--- src/design/lav_pkg.sv ---
package lav_pkg;

  // Default word and fraction widths of the fixed-point format.
  localparam int WORD_BITS_DEF = 32;
  localparam int FRAC_BITS_DEF = 16;

  // The largest normalized magnitude lies in [2^(VEC_BITS-1), 2^VEC_BITS).
  localparam int VEC_BITS = 30;

  // Square root: one root bit per stage over a 2*SQRT_STEPS bit radicand.
  localparam int SQRT_STEPS = 32;

  typedef enum logic [1:0] {
    ROW_SIDE = 2'd0,
    ROW_UP   = 2'd1,
    ROW_FWD  = 2'd2
  } row_e;

endpackage

--- src/design/lav_rows.sv ---
// Row sequencer: hold one finished view and hand out its three rows.
module lav_rows #(
  parameter int WORD_BITS = lav_pkg::WORD_BITS_DEF
) (
  input  logic                            clk_i,
  input  logic                            rst_ni,
  input  logic                            valid_i,
  output logic                            ready_o,
  input  logic [2:0][2:0][WORD_BITS-1:0]  rows_i,
  input  logic [2:0][WORD_BITS-1:0]       trans_i,
  input  logic                            degenerate_i,
  output logic                            out_valid_o,
  input  logic                            out_ready_i,
  output logic [1:0]                      row_index_o,
  output logic [WORD_BITS-1:0]            col0_o,
  output logic [WORD_BITS-1:0]            col1_o,
  output logic [WORD_BITS-1:0]            col2_o,
  output logic [WORD_BITS-1:0]            col3_o,
  output logic                            degenerate_o,
  output logic                            last_o
);

  lav_pkg::row_e                   row_q, row_d;
  logic                            buf_vld_q, buf_vld_d;
  logic                            take;
  logic [2:0][2:0][WORD_BITS-1:0]  buf_rows_q;
  logic [2:0][WORD_BITS-1:0]       buf_trans_q;
  logic                            buf_deg_q;

  assign take = !buf_vld_q || (out_ready_i && row_q == lav_pkg::ROW_FWD);

  always_comb begin
    row_d     = row_q;
    buf_vld_d = buf_vld_q;
    if (take) begin
      row_d     = lav_pkg::ROW_SIDE;
      buf_vld_d = valid_i;
    end else if (out_ready_i) begin
      case (row_q)
        lav_pkg::ROW_SIDE: row_d = lav_pkg::ROW_UP;
        lav_pkg::ROW_UP:   row_d = lav_pkg::ROW_FWD;
        default:           row_d = lav_pkg::ROW_SIDE;
      endcase
    end
  end

  always_ff @(posedge clk_i or negedge rst_ni) begin
    if (!rst_ni) begin
      row_q     <= lav_pkg::ROW_SIDE;
      buf_vld_q <= 1'b0;
    end else begin
      row_q     <= row_d;
      buf_vld_q <= buf_vld_d;
    end
  end

  always_ff @(posedge clk_i) begin
    if (take && valid_i) begin
      buf_rows_q  <= rows_i;
      buf_trans_q <= trans_i;
      buf_deg_q   <= degenerate_i;
    end
  end

  assign ready_o      = take;
  assign out_valid_o  = buf_vld_q;
  assign row_index_o  = row_q;
  assign col0_o       = buf_rows_q[row_q][0];
  assign col1_o       = buf_rows_q[row_q][1];
  assign col2_o       = buf_rows_q[row_q][2];
  assign col3_o       = buf_trans_q[row_q];
  assign degenerate_o = buf_deg_q;
  assign last_o       = (row_q == lav_pkg::ROW_FWD);

endmodule

--- config.mk ---
export PLATFORM = sky130hd
export DESIGN_NAME = lav_rows
export DESIGN_NICKNAME = d
export VERILOG_FILES = /design/src/design/lav_pkg.sv /design/src/design/lav_rows.sv
export SDC_FILE = /design/constraint.sdc
export NUM_CORES = 1
export LEC_CHECK = 0
export BUFFER_PORTS_ARGS = -buffer_cell sky130_fd_sc_hd__buf_2
export CAP_MARGIN = 20
export CORE_ASPECT_RATIO = 1.25
export CORE_MARGIN = 2
export CORE_UTILIZATION = 25
export DETAILED_ROUTE_END_ITERATION = 16
export GPL_TIMING_DRIVEN = 0
export HOLD_SLACK_MARGIN = 0.08
export PLACE_DENSITY = 0.5
export SYNTH_ARGS = -nofsm -noshare
export SYNTH_HDL_FRONTEND = slang
export SYNTH_SLANG_ARGS = --single-unit
--- constraint.sdc ---
create_clock -name clk_i -period 22.7 [get_ports clk_i]
set_clock_uncertainty 0.15 [all_clocks]
set_input_delay 4.54 -clock clk_i [delete_from_list [all_inputs] [get_ports clk_i]]
set_output_delay 4.54 -clock clk_i [all_outputs]
set_load 0.03 [all_outputs]
* After elaboration in Yosys (flattened, before gate mapping) *
Cells that the tools add are included.

operators by class
  $add $sub $neg = 0
  multipliers = 0
  divide/modulo/power cells = 0
  order comparisons = 1
  equal/unequal tests = 2
  shift operators = 0
  muxes and demuxes = 7
  bitwise operators = 0
  reductions and logical operators = 6

operator list
  kind                  count
  $bmux W96 S2          1
  $mux W96              1
  $bmux W32 S2          1
  $mux W32              1
  $mux W2               2
  $pmux W2 S2           1
  $lt A2 B3 Y1 const B  1
  $eq A2 B1 Y1 const B  1
  $eq A2 B2 Y1 const B  1
  $logic_and A1 B1 Y1   2
  $logic_not A2 Y1      1
  $reduce_bool A2 Y1    1
  $logic_not A1 Y1      1
  $logic_or A1 B1 Y1    1

storage, ports and cells
  flip-flop bits (word level) = 388
  latch bits = 0
  memory bits (writable) = 0
  ROM bits = 0
  bits of input ports = 389
  output and inout bits = 134
  word-level logic and storage cells = 31
  memories kept = 0

* Longest topological paths before layout *
  word-level depth = 4
  mapped depth = 5

* Least setup slack after synthesis *
No wires, ideal clock.

  path kind = input -> register
  start = in out_ready_i
  end = reg buf_rows_q[0] (netlist name), enable pin
  data arrival time = 22657 ps
  path slack = -1344 ps
  stages on the path = 2
  path buffers = 0
  cell sequence = nand3b_1 -> a21boi_1

on the way
  cells in the longest elaborated chain, start to end = 3

ends and longest elaborated chain
  element               RTL line        text
  start, declared       lav_rows.sv:13  input logic out_ready_i,
  $logic_and A1 B1 Y1   lav_rows.sv:30  assign take = !buf_vld_q || (out_ready_i && row_q == lav_pkg::ROW_FWD);
  $logic_or A1 B1 Y1    lav_rows.sv:30
  $logic_and A1 B1 Y1   lav_rows.sv:58  if (take && valid_i) begin
  end signal, assigned  lav_rows.sv:59  buf_rows_q <= rows_i;
  end, declared         lav_rows.sv:26  logic [2:0][2:0][WORD_BITS-1:0] buf_rows_q;

Every way passes these cells.
A chain may end at the register's enable or synchronous reset.

* Final worst setup path *
  start = in out_ready_i
  end = out ready_o

on the way
  cells in the longest elaborated chain, start to end = 2

ends and longest elaborated chain
  element              RTL line        text
  $logic_and A1 B1 Y1  lav_rows.sv:30
  $logic_or A1 B1 Y1   lav_rows.sv:30
  end, declared        lav_rows.sv:8   output logic ready_o,

Every way passes these cells.

==> out/qor.csv <==
stage,metric,value,unit
floorplan,Initial Util,0.253,
setup_path,CP required,18.01,ns
power,Pleak,7.52,nW
setup_path,"slowest stage delay, CP",0.22,ns
floorplan,die footprint,60000,sq um
routing,wire length per cell,19.7,microns
layout,Nets,1670,
layout,fin cells,2070,
floorplan,Die Width,219,microns
synthesis,"Avg Cell Area, Syn",20.7,sq um
routing,DRC viols,0,
setup_path,crit path cell chain,buf_2 -> nand3b_1 -> nand2_1 -> buf_2,
timing,Rel. slew slack,0.413,
power,Power Dens Cells,131,nW/um^2
synthesis,Syn. warnings,0,
place,RePlAce Congestion,0.777,
clock_network,CTS sink count,388,
global_route,vias in the first global route,9151,
timing,Max Freq,0.102,GHz
layout,"commonest non-fill, non-tap cell in the layout",buf_2,
layout,most frequent cells in the layout,"buf_2, edfxtp_1, mux2i_1, o2bb2ai_1, clkbuf_16",
clock_network,number of H-tree levels,2,
place,Final HPWL DP,30.6,mm
floorplan,Boundary Pins,523,
clock_network,root buf cell,clkbuf_16,
flow_run,max cap viols,0,
setup_path,"Arr. time, crit path",5.13,ns
timing,RSZ-0062 raised after global routing,false,
synthesis,Cells after Synth,699,
timing,fin. max-slew vios,0,
floorplan,Die Span Y,273,microns
routing,via count,8663,
status,status,finished clean,
timing,Final Hold Viols,0,
global_route,first-pass GRT wire length,57.3,mm
clock_network,clock slew seen by the registers of the worst setup and hold paths,0.06,ns
synthesis,"Net Count, Synth",1088,
clock_network,CTS tree,yes,
routing,Post-DRT Antenna Nets,0,
synthesis,"Cell Area, Synth",14500,sq um
synthesis,post-synthesis register bit count,388,
setup_path,slowest CP cell,buf_2,
timing,period utilisation layout,0.433,
global_route,GRT Overall Usage,0.130,
min_path,worst min-delay path category,reg -> reg,
routing,final WL,40.7,mm
setup_path,critical path type,in -> out,
floorplan,Core Region,57300,sq um
floorplan,row count,98,
setup_path,Worst setup EP type,output pin,
timing,Worst Max-Slew Pin Slew,0.880,ns
synthesis,main area contributors after synthesis,"edfxtp_1, mux2i_1, o2bb2ai_1",
power,VDD IR max,0.0000856,V
timing,Worst Hold Slack,0.477,ns
synthesis,post-synthesis sequential area ratio,0.802,
timing,crit path time final,9.82,ns
timing,final setup violation count,0,
clock_network,total setup buffers inserted after CTS,0,
setup_path,CP startpoint kind,input port,
routing,1st-iter DRT viols,310,
place,Cells after DPL,1987,
setup_path,Worst R2R Setup Slack,19.40,ns
place,I/O Buffers,522,
layout,fraction of layout cells with a size suffix above 1,0.482,
timing,Sum Neg Setup Slack,0,ns
setup_path,Crit path top cell by count,buf_2,
global_route,initial antenna violation count,15,
synthesis,post-synth top area share,0.797,
clock_network,CTS max path bufs,3,
global_route,largest net degree at the start of global routing,32,
clock_network,Post-CTS Hold Fix Bufs,0,
layout,Area Overhead vs Synth,37.2,%
routing,Avg Vias per Cell,4.19,
clock_network,cts repair resizes,0,
power,Tot Pwr,0.00260,W
clock_network,CTS buffer count,42,
synthesis,post-synth cell types,20,
setup_path,"critical path fanouts, max",5,
global_route,grt total ovfl,0,
clock_network,worst skew pair latency,0.55,ns
routing,first-pass detailed-route iteration total,4,
synthesis,cell taking the most area after synthesis,edfxtp_1,
-- report_power, final --
| group | switching, W | leakage, nW | internal (W) | total [W] |
|---|---|---|---|---|
| combinational | 0.000663 | 3.29 | 0.000311 | 0.000974 |
| sequential | 0.0000203 | 3.53 | 0.000893 | 0.000914 |
| clock | 0.000278 | 0.693 | 0.000439 | 0.000717 |
| total | 0.000961 | 7.52 | 0.00164 | 0.00260 |
-- layer usage --
metal  part of all wire  up-vias  track usage
met5             0.0015        -            0
met1               0.37     4189        0.142
met4              0.028       10       0.0525
met2               0.52      327        0.230
met3              0.081       68       0.0416
li1                   -     4069            -
-- synthesized netlist by cell type --
| cell | number |
|---|---|
| a21boi_1 | 2 |
| nand3b_1 | 2 |
| nand2_1 | 1 |
| clkbuf_1 | 7 |
| nor2b_1 | 1 |
| nand2b_1 | 1 |
| buf_1 | 4 |
| buf_6 | 1 |
| nor3b_1 | 1 |
| buf_4 | 9 |
| mux2i_1 | 128 |
| nor2b_4 | 1 |
| buf_12 | 9 |
| edfxtp_1 | 385 |
| buf_2 | 10 |
| o21a_1 | 1 |
| a21o_1 | 1 |
| o2bb2ai_1 | 128 |
| dfrtp_1 | 3 |
| clkbuf_4 | 4 |
-- worst max-delay path, delay by kind of cell --
family                 cells  cell delay [ns]
buffers and inverters      2             0.33
and+or+nand+nor            2             0.26
-- path summary, 6_finish.rpt --
path                            depth (start not counted)      startpoint              end
worst max-delay path                                    4     out_ready_i          ready_o
worst min-delay path                                    1     out_valid_o   row_index_o[0]
worst max register to register                         10  row_index_o[0]  buf_rows_q[176]
worst min register to register                          1     out_valid_o   row_index_o[0]
max in group asynchronous                               1          rst_ni      out_valid_o
min in group asynchronous                               1          rst_ni   row_index_o[1]
-- layout make-up --
class                      instances  area (sq um)
buffer                            44           380
antenna                            8          20.0
timing repair buffer             538          2990
tap                              750           938
fill                            5596         37400
sequential                       388         11600
multi-input combinational        267          2500
clock inverter                    23           290
clock buffer                      52          1150
-- sequential cells by signal (all words and copies together), names as in the netlist --
| register | count |
|---|---|
| buf_rows_q | 288 |
| buf_trans_q | 96 |
| degenerate_o | 1 |
| out_valid_o | 1 |
| row_index_o | 2 |
-- metrics by stage --
| step | setup WS, ns | util | cell area, sq um |
|---|---|---|---|
| after CTS | 12.88 | 0.347 | 19900 |
| after global routing | 12.80 | 0.348 | 19900 |
| final | 12.88 | 0.348 | 19900 |
| after floorplan | 7.02 | - | 14500 |
| after detailed placement | 12.88 | 0.322 | 18400 |
| after global placement | 2.79 | 0.315 | 18100 |
-- cells by family after synthesis --
logic type | count (synthesis) | synth area share
compound gates | 132 | 0.0794
buf+inv | 44 | 0.0262
flops | 388 | 0.802
mux | 128 | 0.0884
simple gates | 7 | 0.00362
(Power assumes the default switching activity.)
